--- src/sv/pva_pkg.sv ---
package pva_pkg;

   // Fixed widths of the stream payloads
   localparam int MASK_W      = 36;
   localparam int KEY_BITS    = 6;
   localparam int KEY_SPACE   = 64;
   localparam int SLOT_COUNT  = 8;
   localparam int KEYS_W      = KEY_BITS * SLOT_COUNT;
   localparam int USED_W      = 4;
   localparam int REQ_TDATA_W = 40;
   localparam int RSP_TDATA_W = 64;
   localparam int RSP_DATA_W  = KEYS_W + SLOT_COUNT + USED_W;

   typedef enum logic [1:0] {
      ST_IDLE,
      ST_RELEASE,
      ST_WALK,
      ST_EMIT
   } pva_state_type;

   typedef struct packed {
      logic load_mask;
      logic release_voices;
      logic walk_step;
      logic load_out;
   } pva_cmd_type;

   typedef struct packed {
      logic key_last;
   } pva_status_type;

endpackage

--- src/sv/poly_voice_allocator.sv ---
// Polyphonic voice allocator, no voice stealing.
// Request channel (req_*): one keyboard scan per request, req_tdata[35:0] is the
//   pressed-key mask, bit k for key k; upper bits are ignored.
// Response channel (rsp_*): one response per request carrying each voice's key
//   (six bits per voice, zero when free), the active-voice mask and the count.
// Processing: released voices are freed all at once, then the keys are walked
//   one per cycle from key 0; a new pressed key takes the lowest free voice.
// Sequence: after a request is accepted the voices are released, the keys are walked
//   and the result is loaded into the output register, which raises rsp_tvalid.
// Requests: a new request is taken only after the previous one is loaded, so the pace
//   is set by the one-key-per-cycle walk through the key space unless the output stalls.
// Stall: a finished response sits in the output register; the next request is
//   taken and walked meanwhile, and its result waits until the register drains.
// Reset: synchronous, active high; all voices free, no response pending.
module poly_voice_allocator
   import pva_pkg::*;
#(
   parameter int NUM_KEYS   = 36,
   parameter int MAX_VOICES = 8
)
(
   input  logic                   clock,
   input  logic                   reset,
   input  logic                   req_tvalid,
   output logic                   req_tready,
   input  logic [REQ_TDATA_W-1:0] req_tdata,  // [35:0] key_pressed_mask
   output logic                   rsp_tvalid,
   input  logic                   rsp_tready,
   output logic [RSP_TDATA_W-1:0] rsp_tdata   // [47:0] voice_keys, [55:48] voice_active,
                                              // [59:56] voices_used
);

   pva_cmd_type           cmd;
   pva_status_type        status;
   logic [RSP_DATA_W-1:0] rsp_data;

   // sequencer: accept, release, key walk, emit
   pva_ctrl u_ctrl (
      .clock      (clock),
      .reset      (reset),
      .req_tvalid (req_tvalid),
      .req_tready (req_tready),
      .rsp_tvalid (rsp_tvalid),
      .rsp_tready (rsp_tready),
      .status     (status),
      .cmd        (cmd)
   );

   // voice table, key counter and output register
   pva_datapath #(
      .NUM_KEYS   (NUM_KEYS),
      .MAX_VOICES (MAX_VOICES)
   ) u_datapath (
      .clock    (clock),
      .reset    (reset),
      .cmd      (cmd),
      .status   (status),
      .mask     (req_tdata[MASK_W-1:0]),
      .rsp_data (rsp_data)
   );

   // pad the response to whole bytes
   assign rsp_tdata = {{(RSP_TDATA_W - RSP_DATA_W){1'b0}}, rsp_data};

endmodule

--- src/sv/pva_ctrl.sv ---
module pva_ctrl
   import pva_pkg::*;
(
   input  logic           clock,
   input  logic           reset,
   input  logic           req_tvalid,
   output logic           req_tready,
   output logic           rsp_tvalid,
   input  logic           rsp_tready,
   input  pva_status_type status,
   output pva_cmd_type    cmd
);

   pva_state_type state_ff, state_in;
   logic          rsp_valid_ff, rsp_valid_in;

   always_ff @(posedge clock) begin
      if (reset) begin
         state_ff     <= ST_IDLE;
         rsp_valid_ff <= 1'b0;
      end else begin
         state_ff     <= state_in;
         rsp_valid_ff <= rsp_valid_in;
      end
   end

   always_comb begin
      state_in   = state_ff;
      cmd        = '0;
      req_tready = 1'b0;
      case (state_ff)
         ST_IDLE: begin
            req_tready = 1'b1;
            if (req_tvalid) begin
               cmd.load_mask = 1'b1;
               state_in      = ST_RELEASE;
            end
         end
         ST_RELEASE: begin
            cmd.release_voices = 1'b1;
            state_in           = ST_WALK;
         end
         ST_WALK: begin
            cmd.walk_step = 1'b1;
            if (status.key_last) begin
               state_in = ST_EMIT;
            end
         end
         ST_EMIT: begin
            // wait for the output register to drain
            if (!rsp_valid_ff || rsp_tready) begin
               cmd.load_out = 1'b1;
               state_in     = ST_IDLE;
            end
         end
         default: begin
            state_in = ST_IDLE;
         end
      endcase
   end

   always_comb begin
      rsp_valid_in = rsp_valid_ff;
      if (cmd.load_out) begin
         rsp_valid_in = 1'b1;
      end else if (rsp_tready) begin
         rsp_valid_in = 1'b0;
      end
   end

   assign rsp_tvalid = rsp_valid_ff;

endmodule

--- src/sv/pva_datapath.sv ---
module pva_datapath
   import pva_pkg::*;
#(
   parameter int NUM_KEYS   = 36,
   parameter int MAX_VOICES = 8
)
(
   input  logic                   clock,
   input  logic                   reset,
   input  pva_cmd_type            cmd,
   output pva_status_type         status,
   input  logic [MASK_W-1:0]      mask,
   output logic [RSP_DATA_W-1:0]  rsp_data
);

   localparam int KEY_CNT_W = (NUM_KEYS > 1) ? $clog2(NUM_KEYS) : 1;

   logic [MASK_W-1:0]     mask_ff;
   logic [KEY_CNT_W-1:0]  key_cnt_ff, key_cnt_in;
   logic [MAX_VOICES-1:0] voice_valid_ff, voice_valid_in;
   logic [KEY_BITS-1:0]   voice_key_ff [MAX_VOICES];
   logic [RSP_DATA_W-1:0] rsp_data_ff, rsp_data_in;

   logic [KEY_SPACE-1:0]  mask_wide;
   logic [KEY_BITS-1:0]   cur_key;
   logic                  cur_pressed;
   logic                  cur_held;
   logic [MAX_VOICES-1:0] alloc_sel;
   logic                  lower_busy;
   logic                  do_alloc;

   assign mask_wide   = {{(KEY_SPACE - MASK_W){1'b0}}, mask_ff};
   assign cur_key     = KEY_BITS'(key_cnt_ff);
   assign cur_pressed = mask_wide[cur_key];

   assign status.key_last = (key_cnt_ff == KEY_CNT_W'(NUM_KEYS - 1));

   // hit search and lowest free voice, one key per step
   always_comb begin
      cur_held   = 1'b0;
      lower_busy = 1'b1;
      alloc_sel  = '0;
      for (int v = 0; v < MAX_VOICES; v++) begin
         if (voice_valid_ff[v] && (voice_key_ff[v] == cur_key)) begin
            cur_held = 1'b1;
         end
         alloc_sel[v] = lower_busy && !voice_valid_ff[v];
         lower_busy   = lower_busy && voice_valid_ff[v];
      end
   end

   assign do_alloc = cmd.walk_step && cur_pressed && !cur_held;

   always_comb begin
      voice_valid_in = voice_valid_ff;
      if (cmd.release_voices) begin
         for (int v = 0; v < MAX_VOICES; v++) begin
            voice_valid_in[v] = voice_valid_ff[v] && mask_wide[voice_key_ff[v]];
         end
      end else if (do_alloc) begin
         voice_valid_in = voice_valid_ff | alloc_sel;
      end
   end

   always_comb begin
      key_cnt_in = key_cnt_ff;
      if (cmd.load_mask) begin
         key_cnt_in = '0;
      end else if (cmd.walk_step && !status.key_last) begin
         key_cnt_in = key_cnt_ff + KEY_CNT_W'(1);
      end
   end

   always_ff @(posedge clock) begin
      if (reset) begin
         voice_valid_ff <= '0;
         key_cnt_ff     <= '0;
      end else begin
         voice_valid_ff <= voice_valid_in;
         key_cnt_ff     <= key_cnt_in;
      end
   end

   always_ff @(posedge clock) begin
      if (cmd.load_mask) begin
         mask_ff <= mask;
      end
      for (int v = 0; v < MAX_VOICES; v++) begin
         if (do_alloc && alloc_sel[v]) begin
            voice_key_ff[v] <= cur_key;
         end
      end
      if (cmd.load_out) begin
         rsp_data_ff <= rsp_data_in;
      end
   end

   // assemble the result: keys, active mask, count
   always_comb begin
      logic [KEYS_W-1:0]     keys;
      logic [SLOT_COUNT-1:0] active;
      logic [USED_W-1:0]     used;
      keys   = '0;
      active = '0;
      used   = '0;
      for (int v = 0; v < MAX_VOICES; v++) begin
         if (voice_valid_ff[v]) begin
            keys[v*KEY_BITS +: KEY_BITS] = voice_key_ff[v];
            active[v]                    = 1'b1;
            used                         = used + USED_W'(1);
         end
      end
      rsp_data_in = {used, active, keys};
   end

   assign rsp_data = rsp_data_ff;

endmodule

--- config.mk ---
export PLATFORM = sky130hd
export DESIGN_NAME = poly_voice_allocator
export DESIGN_NICKNAME = d
export VERILOG_FILES = /design/src/sv/pva_pkg.sv /design/src/sv/poly_voice_allocator.sv /design/src/sv/pva_ctrl.sv /design/src/sv/pva_datapath.sv
export SDC_FILE = /design/constraint.sdc
export NUM_CORES = 1
export LEC_CHECK = 0
export ABC_AREA = 1
export BUFFER_PORTS_ARGS = -buffer_cell sky130_fd_sc_hd__buf_2
export CORE_ASPECT_RATIO = 1.5
export CORE_MARGIN = 4
export CORE_UTILIZATION = 45
export DETAILED_ROUTE_END_ITERATION = 7
export SYNTH_ARGS = -nofsm -noshare
export SYNTH_HDL_FRONTEND = slang
export SYNTH_SLANG_ARGS = --single-unit
--- constraint.sdc ---
create_clock -name clock -period 5.1 [get_ports clock]
set_clock_uncertainty 0.05 [all_clocks]
set_input_delay 0.255 -clock clock [delete_from_list [all_inputs] [get_ports clock]]
set_output_delay 0.255 -clock clock [all_outputs]
set_load 0.05 [all_outputs]
* Word level (Yosys, flattened, before mapping)
Memories as Yosys holds them, arrays and structs flattened.
Index checks and enable logic that the tools add are counted.
Widths: inputs -> output; s select.
** Cells by class
- $add $sub $neg :: 8
- Order comparisons :: 9
- Eq/ne operators :: 15
- Multiplexer cells :: 94
- Bitwise gates (word level) :: 1
- Reduce and logical (&&, ||, !) cells :: 64
** Operators by type and width (number)
- $lt 6x7->1 const B :: 9
- $mux 1 :: 58
- $bmux 1 s6 :: 9
- $eq 6x6->1 :: 8
- $mux 6 :: 7
- $reduce_or 6->1 :: 7
- $logic_and 1x1->1 :: 40
- $mux 4 :: 7
- $add 4x1->4 const B :: 6
- $mux 3 :: 7
- $mux 8 :: 2
- $logic_not 1->1 :: 11
- $or 8x8->8 :: 1
- $pmux 2 s4 :: 1
- $add 6x1->6 const B :: 1
- $eq 6x6->1 const B :: 1
- $mux 2 :: 3
- $eq 2x2->1 const B :: 2
- $ne 2x1->1 const B :: 2
- $reduce_bool 2->1 :: 2
- $reduce_and 3->1 :: 1
- $add 1x1->2 const B :: 1
- $eq 2x1->1 const B :: 1
- $logic_not 2->1 :: 1
- other kinds (3) :: 3
** Storage, ports and cells
- Flip-flop bits (word level) :: 113
- Memory bits (writable) :: 48
- Input port bits :: 44
- Output and inout bits :: 66
- Word-level logic and storage cells :: 206
- Memories :: 1
** Memories
- u_datapath.voice_key_ff :: words 8, bits a word 6, read ports 8, clocked after Yosys merged registers in 0, wr ports 1, line pva_datapath.sv:21 : logic [KEY_BITS-1:0] voice_key_ff [MAX_VOICES];

* Logic depth before layout (Yosys ltp)
Gate-level depths: netlist (run 1).
An unclocked memory read counts as a cell.
- Depth in word-level cells :: 24
- Depth in mapped cells :: 24
- Mapped depth without buffers :: 23

* Cells and area by module
From an unflattened synthesis (run 1), not the netlist that was laid out.
** Unflattened totals
- Cells, all modules :: 1357
- Area, all modules :: 10395.0 um^2
** By module, submodules not included
- pva_datapath :: times used 1, cells each 1316, area each 10119.7 um^2
- pva_ctrl :: times used 1, cells each 36, area each 241.5 um^2
- poly_voice_allocator :: times used 1, cells each 5, area each 33.8 um^2

* Least setup slack after synthesis (run 1)
Ideal clock, no wire load.
- Path type :: reg2reg
- From :: reg u_ctrl.rsp_valid_ff (netlist: u_ctrl.rsp_tvalid)
- To :: reg u_datapath.rsp_data_ff[0] (netlist: u_datapath.rsp_data[0]) (read register of u_datapath.voice_key_ff), enable pin
- Data arrival time :: 3.500 ns
- Data required time :: 4.553 ns
- Path slack :: 1.053 ns
- Stages on the path, launching flop included :: 2
- Clock period less this slack :: 4.047 ns
- Cell sequence :: dfxtp_1 a21oi_1
** RTL lines
- start: declaration :: line pva_ctrl.sv:15 : logic rsp_valid_ff, rsp_valid_in;
- start signal: assignment :: line pva_ctrl.sv:23 : rsp_valid_ff <= rsp_valid_in;
- end: declaration :: line pva_datapath.sv:22 : logic [RSP_DATA_W-1:0] rsp_data_ff, rsp_data_in;

* Worst setup path after layout (run 1)
- From :: reg u_datapath.voice_valid_ff[1]
- To :: reg u_datapath.rsp_data_ff[57] (netlist: u_datapath.rsp_data[57]) (data pin)
** Between the ends
- Word-level cells in the longest chain between the ends :: 13
** Ends and longest elaborated chain
- start: declaration :: line pva_datapath.sv:20 : logic [MAX_VOICES-1:0] voice_valid_ff, voice_valid_in;
- start signal: assignment :: line pva_datapath.sv:79 : voice_valid_ff <= voice_valid_in;
- $mux 4 * :: line pva_datapath.sv:107 : if (voice_valid_ff[v]) begin
- $add 4x1->4 :: line pva_datapath.sv:110 : used = used + USED_W'(1);
- $mux 4 * :: line pva_datapath.sv:107
- $add 4x1->4 :: line pva_datapath.sv:110
- $mux 4 * :: line pva_datapath.sv:107
- $add 4x1->4 :: line pva_datapath.sv:110
- $mux 4 * :: line pva_datapath.sv:107
- $add 4x1->4 :: line pva_datapath.sv:110
- $mux 4 * :: line pva_datapath.sv:107
- $add 4x1->4 :: line pva_datapath.sv:110
- $mux 4 * :: line pva_datapath.sv:107
- $add 4x1->4 :: line pva_datapath.sv:110
- $mux 4 * :: line pva_datapath.sv:107
- via u_datapath.rsp_data_in[57] :: line pva_datapath.sv:22
- end signal: assignment :: line pva_datapath.sv:94 : rsp_data_ff <= rsp_data_in;
Mark *: on every way through the listed nets, which the timed path passes. The rest lies on a longest branch.
A chain may end at the register's enable or synchronous reset.

==> results.toml, run 1 <==
[worst_setup_path]
crit_family = "simple AND/OR/NAND/NOR gates"
crit_path_end_kind = "flip-flop"
timing.rr.start = "u_datapath.voice_valid_ff[1]$_SDFFE_PP0P_"
slowest_delay_ns = 0.39
cp_cell_sequence = "inv_1 -> ha_1 -> inv_1 -> nand2_1 -> nand2_1 -> nand2_1 -> nand3_1 -> and2_1 -> ha_1 -> or2_2 -> nand3_1 -> nand3_1 -> nand2_2 -> inv_1 -> ha_1 -> or2_2 -> nand2_2 -> inv_2 -> ha_1 -> nand2_1 -> o21ai_0"
reg2regPathDepth = 21
cp_slowest_cell = "ha_1"
crit_required_ns = 5.21
worstPathMaxFanout = 4
critPathBufInv = 4
reg2reg_slack_ns = 1.28
cp.arrival_ns = 3.93
start_kind = "flip-flop"
regToRegEndpoint = "u_datapath.rsp_data[57]$_DFFE_PP_"
path_class = "reg -> reg"

[detailed_routing]
num_vias = 9838
via_per_inst = 5.66
ant_nets = 0
dr.pass1.iters = 5
wirelength_um = 33600
drcViolationCount = 0
drtIter0Drc = 1088
wl_per_cell_um = 19.4

[sta]
rsz0062_at_grt = "no"
setup_viol = 0
slew_violations = 0
timing.final.crit_period_ns = 3.82
setup-tns-final_ns = 0
worst_hold_slack_ns = 0.0884
worst_slew_pin_slew_ns = 0.894
slew_headroom_pct = 40.4
finalHoldViolCount = 0
timing.final.crit_share_pct = 74.9
max_clock_freq_mhz = 262

[logic_synthesis]
synth_edf_count = 144
ys_seq_elements = 161
synthFlopType = "edfxtp_1"
syn-cell-area_mm2 = 0.0103
synth.distinct_cells = 42
seq_area_frac_synth_pct = 45.4
synth_xor_area_share_pct = 1.53
synth_area_leaders = "edfxtp_1, nand2_1, nand3_1"
synth_top_family_by_area = "simple AND/OR/NAND/NOR gates"
yosysTopAreaCell = "edfxtp_1"
synth_compound_area_share_pct = 14.3
syn_inst = 1359
yosysWarningCount = 0
synth.avg_cell_area_um2 = 7.57
synthArstFlopShare_pct = 0
muxShareOfSynthArea_pct = 0
synth_top_area_share_pct = 42.0
synth_fa_ha_area_share_pct = 1.70
yosys.area_share.simple_pct = 26.8

[outcome]
status = "finished clean"

[finish]
mostFrequentLayoutCells = "nand2_1, inv_1, edfxtp_1"
multi_input_area_mm2 = 0.00459
final_common_cell = "nand2_1"
drive_gt1_share_pct = 13.3
final_cells = 1738
nFillCells = 2156
antenna_cells = 0
seq_area_mm2 = 0.00466
layout.nets = 1507
syn_to_final_growth_pct = 14.5

[clock_network]
numCtsBuffers = 17
clockRootBuffer = "clkbuf_16"
cts.htree.levels = 4
clk_latency_ns = 0.44
clk_path_buf_depth = 2
postCtsSetupRepairBufs = 0
cts_sinks = 161
cts_tree = "yes"
clk_pin_slew_worst_paths_ns = 0.07

[grt]
grt_pass1_vias = 9315
antenna_found_initial = 0
grt_util_all_layers_pct = 26.5
grt_max_degree = 61
grt_pass1_wl_um = 52100
overflow = 0

[flow_run]
cap_violations = 0

[floorplanning]
dieArea_mm2 = 0.0254
initial_core_util_pct = 45.8
io_pins = 110
coreArea_mm2 = 0.0225
die_w_um = 131
die_h_um = 193
rows = 67

[place]
dp.cells = 1670
place_hpwl_um = 23700
portBuffers = 101
routabilityCongestion = 0.981

[worst_hold_path]
min-delay-path-class = "in -> reg"
hold_depth = 2
worst_hold_startpoint = "reset"
hold_end = "u_datapath.voice_valid_ff[1]$_SDFFE_PP0P_"

[pwr]
peakVddDrop_v = 0.000211
powerDensity_mw_per_mm2 = 349
p_leak_nw = 5.34
==> state kept, by name, indices dropped and copies added, names as in the netlist <==
| register | flops |
|---|---|
| u_ctrl.state_ff | 2 |
| u_ctrl.rsp_tvalid | 1 |
| u_datapath.voice_valid_ff | 8 |
| u_datapath.rsp_data | 60 |
| u_datapath.cur_key | 6 |
| u_datapath.voice_key_ff | 48 |
| u_datapath.mask_ff | 36 |
==> power breakdown <==
part	total (mW)	switching (mW)	internal [mW]
registers	1.82	0.205	1.62
clock network	1.23	0.535	0.695
logic	1.06	0.775	0.282
total	4.11	1.51	2.60
==> through the flow <==
step / util [%] / power [mW] / setup WS [ns] / cell area (µm²)
global route: 52.4 / 4.30 / 0.989 / 11800
detailed placement: 48.3 / 2.87 / 1.31 / 10900
finish: 52.4 / 4.11 / 1.28 / 11800
floorplan: - / 2.51 / 1.05 / 10300
CTS: 52.4 / 4.12 / 1.30 / 11800
global placement: 48.3 / 2.86 / 1.36 / 10900
==> layout make-up <==
class	instances	share of cell area, %
Sequential cell	161	39.6
Multi-Input combinational cell	947	39.0
Inverter	171	5.46
Timing Repair Buffer	151	8.24
Clock buffer	22	4.22
Tap cell	276	2.93
Clock inverter	10	0.605
==> worst max path at each step <==
stage / start / cells past startpoint / to / slack [ns]
CTS: u_datapath.voice_valid_ff[1]$_SDFFE_PP0P_ / 21 / u_datapath.rsp_data[57]$_DFFE_PP_ / 1.30
finish: u_datapath.voice_valid_ff[1]$_SDFFE_PP0P_ / 21 / u_datapath.rsp_data[57]$_DFFE_PP_ / 1.28
global placement: u_datapath.voice_valid_ff[1]$_SDFFE_PP0P_ / 21 / u_datapath.rsp_data[57]$_DFFE_PP_ / 1.36
global route: u_datapath.voice_key_ff[0][6]$_DFFE_PP_ / 8 / u_datapath.voice_key_ff[1][1]$_DFFE_PP_ / 0.99
floorplan: u_ctrl.rsp_tvalid$_SDFFE_PP0P_ / 1 / u_datapath.rsp_data[0]$_SDFFCE_PN0P_ / 1.05
detailed placement: u_datapath.voice_valid_ff[1]$_SDFFE_PP0P_ / 21 / u_datapath.rsp_data[57]$_DFFE_PP_ / 1.31
==> worst reg2reg max path, stage by stage, from the launching register on <==
cell,delay [ns]
dfxtp_1,0.33
inv_1,0.12
ha_1,0.39
inv_1,0.08
nand2_1,0.07
nand2_1,0.08
nand2_1,0.08
nand3_1,0.11
and2_1,0.21
ha_1,0.28
or2_2,0.29
nand3_1,0.08
nand3_1,0.09
nand2_2,0.14
inv_1,0.05
ha_1,0.25
or2_2,0.30
nand2_2,0.09
inv_2,0.04
ha_1,0.26
nand2_1,0.06
o21ai_0,0.09
==> per-layer routing <==
layer / wire (µm) / vias to the layer above / share of wire [%] / global-route usage, %
met5: 0 / - / 0 / 0
met4: 1890 / 0 / 5.6 / 15.3
met3: 2460 / 110 / 7.3 / 4.70
met2: 16100 / 492 / 48 / 45.3
met1: 13200 / 4545 / 39 / 31.5
li1: - / 4691 / - / -
==> kinds of logic (layout without fill, tap and decap cells) <==
logic type	after synthesis	in the layout
AOI/OAI and AO/OA	275	275
xor gates and xnor gates	18	18
adders and majority gates	14	14
buffers and inverters	254	354
DFF	161	161
other	1	4
and+or+nand+nor	636	636
==> synthesized netlist by cell type, drive strengths merged (4+ instances only) <==
| master | instances |
|---|---|
| nand2 | 379 |
| inv | 166 |
| nand3 | 145 |
| edfxtp | 144 |
| o21ai | 137 |
| a21oi | 102 |
| nor2 | 82 |
| buf | 49 |
| clkbuf | 34 |
| dfxtp | 17 |
| ha | 14 |
| o211ai | 14 |
| xnor2 | 9 |
| xor2 | 9 |
| nand4 | 8 |
| nor3 | 8 |
| nor4 | 8 |
| o221ai | 8 |
| o22ai | 7 |
| clkinv | 5 |
| a31o | 4 |
| or2 | 4 |
==> repair_timing <==
item | in CTS | in global routing
hold endpoints to repair | 36 | 0
gates resized for setup | 0 | 0
hold buffers | 36 | 0
Note: power is estimated with default switching activity, not from simulation.
==> inputs of run 2 (changes only) <==
--- a/config.mk
+++ b/config.mk
@@ -5,7 +5,7 @@
 export SDC_FILE = /design/constraint.sdc
 export NUM_CORES = 1
 export LEC_CHECK = 0
-export ABC_AREA = 1
+export ABC_AREA = 0
 export BUFFER_PORTS_ARGS = -buffer_cell sky130_fd_sc_hd__buf_2
 export CORE_ASPECT_RATIO = 1.5
 export CORE_MARGIN = 4
==> constraint.sdc (replaced) <==
create_clock -name clock -period 3.9 [get_ports clock]
set_clock_uncertainty 0.05 [all_clocks]
set_input_delay 0.195 -clock clock [delete_from_list [all_inputs] [get_ports clock]]
set_output_delay 0.195 -clock clock [all_outputs]
set_load 0.05 [all_outputs]
==> results.toml, run 2 <==
[logic_synthesis]
yosysMostFrequentCell = "edfxtp_1"
syn-cell-area_mm2 = 0.00952
synth_common_cells = "edfxtp_1, mux4_2, and2_1"
synth_edf_count = 144
seq_area_frac_synth_pct = 49.0
synth_area_leaders = "edfxtp_1, mux4_2, dfxtp_1"
synthArstFlopShare_pct = 0
yosysWarningCount = 0
synth.distinct_cells = 60
ys_seq_elements = 161
synthFlopType = "edfxtp_1"
synth_top_area_share_pct = 45.4
synth.avg_cell_area_um2 = 14.6
yosysTopAreaCell = "edfxtp_1"
syn_inst = 651

[floorplanning]
io_pins = 110
initial_core_util_pct = 46.2
coreArea_mm2 = 0.0206
rows = 64
dieArea_mm2 = 0.0236
die_w_um = 127
die_h_um = 186

[pwr]
powerDensity_mw_per_mm2 = 430
p_leak_nw = 4.08
peakVddDrop_v = 0.000260

[clock_network]
cts_sinks = 161
cts_tree = "yes"
clk_path_buf_depth = 2
clockRootBuffer = "clkbuf_16"
clk_latency_ns = 0.45
cts.htree.levels = 4
clk_pin_slew_worst_paths_ns = 0.07
numCtsBuffers = 17
postCtsSetupRepairBufs = 0

[grt]
overflow = 0
antenna_found_initial = 0
grt_pass1_vias = 6723
grt_pass1_wl_um = 38500
grt_max_degree = 61
grt_util_all_layers_pct = 21.4

[sta]
worst_slew_pin_slew_ns = 1.10
timing.final.crit_share_pct = 94.9
slew_violations = 0
max_clock_freq_mhz = 270
slew_headroom_pct = 26.3
finalHoldViolCount = 0
timing.final.crit_period_ns = 3.70
setup_viol = 0

[worst_setup_path]
timing.rr.start = "u_datapath.voice_valid_ff[0]$_SDFFE_PP0P_"
cp-startpoint = "u_datapath.voice_valid_ff[0]$_SDFFE_PP0P_"
path_class = "reg -> reg"
crit_path_end_kind = "flip-flop"
worstPathMaxFanout = 6
reg2reg_slack_ns = 0.20
crit_required_ns = 4.04
regToRegEndpoint = "u_datapath.rsp_data[57]$_DFFE_PP_"
cp.arrival_ns = 3.84
start_kind = "flip-flop"
reg2regPathDepth = 14

[outcome]
status = "finished clean"

[detailed_routing]
drtIter0Drc = 758
drcViolationCount = 0
dr.pass1.iters = 5
num_vias = 6551
wirelength_um = 24300
via_per_inst = 6.14
wl_per_cell_um = 22.8
ant_nets = 0

[flow_run]
cap_violations = 0

[finish]
final_cells = 1067
multi_input_area_mm2 = 0.00459
nFillCells = 1654
largest_register_ffs = 60
antenna_cells = 0
layout.nets = 848
final_common_cell = "edfxtp_1"
fin_area_mm2 = 0.0113
mostFrequentLayoutCells = "edfxtp_1, buf_2, mux4_2"
drive_gt1_share_pct = 33.9
syn_to_final_growth_pct = 19.1
seq_area_mm2 = 0.00466

[place]
portBuffers = 101
routabilityCongestion = 0.916
dp.cells = 999
post_dp_cell_area_mm2 = 0.0104
place_hpwl_um = 17800

[worst_hold_path]
hold_depth = 4
hold_end = "u_ctrl.rsp_tvalid$_SDFFE_PP0P_"
min-delay-path-class = "in -> reg"
worst_hold_startpoint = "rsp_tready"
==> run 2: cells by family after synthesis <==
kind of cell | after synthesis | share of synthesized area (%)
adders and majority gates | 14 | 1.84
and+or+nand+nor | 171 | 10.2
muxes | 114 | 24.8
DFF | 161 | 49.0
xor gates and xnor gates | 66 | 6.36
other | 1 | 0.0394
buffers and inverters | 69 | 3.34
AOI/OAI and AO/OA | 55 | 4.39
==> run 2: area by class of cell <==
type,count,area share [%]
clock inverters,15,1.27
repair buffers,169,9.82
well taps,264,2.91
inverters,17,0.563
clock buffers,17,3.75
multi-input cells,424,40.5
flip-flops and latches,161,41.1
==> run 2: repair_timing <==
item | 4_1_cts | 5_1_grt
hold endpoints to repair | 36 | 0
hold buffers | 36 | 0
setup endpoints to repair | 0 | 3
gates resized for setup | 0 | 11
==> run 2: report_power, final <==
group	switching [mW]	internal (mW)	total, mW
Combinational	0.513	0.466	0.979
Sequential	0.222	2.05	2.27
Clock	0.780	0.847	1.63
Total	1.52	3.36	4.88
==> run 2: metrics by stage <==
step	utilization (%)	hold WS, ns	setup WS [ns]	total power [mW]	setup TNS [ns]
floorplan	-	0.244	0.0476	2.95	0
global placement	50.3	0.322	0.198	3.22	0
detailed placement	50.3	0.323	0.0660	3.25	0
CTS	54.8	0.0190	0.0147	4.91	0
global route	55.1	0.0534	-0.00257	5.08	-0.00257
finish	55.1	0.0322	0.200	4.88	0
==> run 2: worst max-delay path: stages (launching register included) <==
cell and delay [ns]:
dfxtp_1 0.35, inv_1 0.10, ha_4 0.29, xor2_2 0.16, ha_1 0.31, and2_1 0.21
or4_4 0.51, a311oi_2 0.25, a31oi_1 0.12, nand2_1 0.11, ha_1 0.24, nand2_1 0.09
nand3_1 0.11, ha_1 0.29, mux2_2 0.26
==> run 2: worst max-delay path by stage <==
stage	endpoint	depth (start not counted)
after global routing	u_datapath.rsp_data[57]$_DFFE_PP_	15
after CTS	u_datapath.rsp_data[59]$_DFFE_PP_	13
final	u_datapath.rsp_data[57]$_DFFE_PP_	14
after floorplan	u_datapath.rsp_data[57]$_DFFE_PP_	15
after global placement	u_datapath.rsp_data[57]$_DFFE_PP_	14
after detailed placement	u_datapath.rsp_data[59]$_DFFE_PP_	13
==> run 2: routing by layer <==
layer | vias to the layer above | share of wire [%] | global-route usage, % | wire [µm]
li1 | 2866 | - | - | -
met1 | 3269 | 37 | 25.1 | 8970
met2 | 341 | 54 | 37.9 | 13100
met4 | 0 | 3.4 | 9.79 | 829
met5 | - | 0 | 0 | 0
met3 | 75 | 5.8 | 4.08 | 1400
==> inputs of run 3 (changes only) <==
--- a/config.mk
+++ b/config.mk
@@ -9,8 +9,9 @@
 export BUFFER_PORTS_ARGS = -buffer_cell sky130_fd_sc_hd__buf_2
 export CORE_ASPECT_RATIO = 1.5
 export CORE_MARGIN = 4
-export CORE_UTILIZATION = 45
+export CORE_UTILIZATION = 55
 export DETAILED_ROUTE_END_ITERATION = 7
+export PLACE_DENSITY = 0.76
 export SYNTH_ARGS = -nofsm -noshare
 export SYNTH_HDL_FRONTEND = slang
 export SYNTH_SLANG_ARGS = --single-unit
==> constraint.sdc (replaced) <==
create_clock -name clock -period 3.8 [get_ports clock]
set_clock_uncertainty 0.05 [all_clocks]
set_input_delay 0.19 -clock clock [delete_from_list [all_inputs] [get_ports clock]]
set_output_delay 0.19 -clock clock [all_outputs]
set_load 0.05 [all_outputs]
==> results.toml, run 3 (synthesized netlist as in run 2, its figures left out) <==
[finish]
syn_to_final_growth_pct = 18.9
final_common_cell = "edfxtp_1"
fin_area_mm2 = 0.0113
drive_gt1_share_pct = 34.0
largest_register_ffs = 60
layout.nets = 853
mostFrequentLayoutCells = "edfxtp_1, buf_2, mux4_2"
antenna_cells = 0
nFillCells = 1169
utilization_pct = 66.9

[detailed_routing]
num_vias = 6568
drtIter0Drc = 687
via_per_inst = 6.45
routed.top_layer = "met4"
met3_length_um = 1750
drcViolationCount = 0
met1_length_um = 8210
wl_per_cell_um = 23.5
wirelength_um = 23900
dr.pass1.iters = 6
met2WireLength_um = 13100
ant_nets = 0

[sta]
timing.final.crit_share_pct = 95.1
slew_headroom_pct = 39.4
worst_slew_pin_slew_ns = 0.908
slew_violations = 0
max_clock_freq_mhz = 277
setup_viol = 0
finalHoldViolCount = 0
setup-tns-final_ns = 0
worst_slack_ns = 0.187
worst_hold_slack_ns = 0.0401
timing.final.crit_period_ns = 3.61

[outcome]
status = "finished clean"

[worst_setup_path]
cp-startpoint = "u_datapath.voice_valid_ff[1]$_SDFFE_PP0P_"
critPathBufInv = 2
timing.rr.start = "u_datapath.voice_valid_ff[1]$_SDFFE_PP0P_"
crit_top_cell = "ha_1"
crit_path_end_kind = "flip-flop"
path_class = "reg -> reg"
start_kind = "flip-flop"
crit_family = "simple AND/OR/NAND/NOR gates"
worstPathMaxFanout = 10
crit_required_ns = 3.94
slowest_delay_ns = 0.51
cp_slowest_cell = "or4_4"
cp_cell_sequence = "buf_4 -> ha_1 -> inv_1 -> mux2i_1 -> ha_1 -> and2_1 -> or4_4 -> a311oi_2 -> a31oi_1 -> nand2_1 -> ha_1 -> nand2_1 -> nand3_1 -> ha_1 -> mux2_2"
cp.arrival_ns = 3.75

[place]
routabilityCongestion = 0.939
portBuffers = 101
place_hpwl_um = 17200
dp_slack_ns = 0.0739
post_dp_cell_area_mm2 = 0.0103

[floorplanning]
dieArea_mm2 = 0.0195
coreArea_mm2 = 0.0169
initial_core_util_pct = 56.3
die_w_um = 115
rows = 58
io_pins = 110
die_h_um = 169

[clock_network]
numCtsBuffers = 17
clockRootBuffer = "clkbuf_16"
cts.htree.levels = 4
clk_path_buf_depth = 2
cts_sinks = 161
cts_tree = "yes"
postCtsSetupRepairBufs = 0
clk_pin_slew_worst_paths_ns = 0.07
clk_latency_ns = 0.44

[pwr]
powerDensity_mw_per_mm2 = 445
p_leak_nw = 4.13
peakVddDrop_v = 0.000300

[grt]
antenna_found_initial = 0
grt_max_degree = 38
grt_pass1_vias = 6849
overflow = 0
grt_pass1_wl_um = 37600
grt_util_all_layers_pct = 25.4

[worst_hold_path]
worst_hold_startpoint = "rsp_tready"
min-delay-path-class = "in -> reg"

[flow_run]
cap_violations = 0
-- run 3: final cells by class --
type	instances	area, µm²	share of cell area, %
sequential	161	4670	41.2
multi-input combinational	424	4580	40.5
timing repair buffer	174	1160	10.2
clock buffer	17	425	3.76
tap	210	263	2.32
clock inverter	15	165	1.46
inverter	17	63.8	0.564
-- run 3: worst register-to-register path, delay by kind of cell (launching register included) --
family          cells  cell delay, ns
compound gates      2            0.35
fa+ha+maj           4            0.94
buf+inv             2            0.24
flops               1            0.32
mux                 2            0.47
simple gates        5            1.01
-- run 3: metal layers --
metal	vias up	global-route usage, %
li1	2876	-
met1	3245	28.9
met2	379	45.8
met3	68	4.76
met4	0	11.1
met5	-	0
-- run 3: repair_timing --
item,CTS,global route
resized for setup,0,5
endpoints found under the setup margin,0,3
endpoints found under the hold margin,36,0
hold buffers,36,0
-- run 3: worst paths after layout --
check                                                          to  slack (ns)  depth (start not counted)
worst min register to register  u_datapath.rsp_data[48]$_DFFE_PP_        0.43                          0
worst max register to register  u_datapath.rsp_data[57]$_DFFE_PP_        0.19                         15
worst max-delay path            u_datapath.rsp_data[57]$_DFFE_PP_        0.19                         15
worst min-delay path               u_ctrl.rsp_tvalid$_SDFFE_PP0P_        0.04                          4
-- run 3: power by group --
part	switching, mW	internal [mW]
logic	0.565	0.487
clock network	0.815	0.881
registers	0.192	2.10
-- run 3: stage by stage --
stage          power, mW  std cells
6_report            5.04       1018
5_1_grt             5.22       1018
4_1_cts             5.04       1018
3_5_place_dp        3.34        950
3_3_place_gp        3.30        950
2_1_floorplan       3.02        654
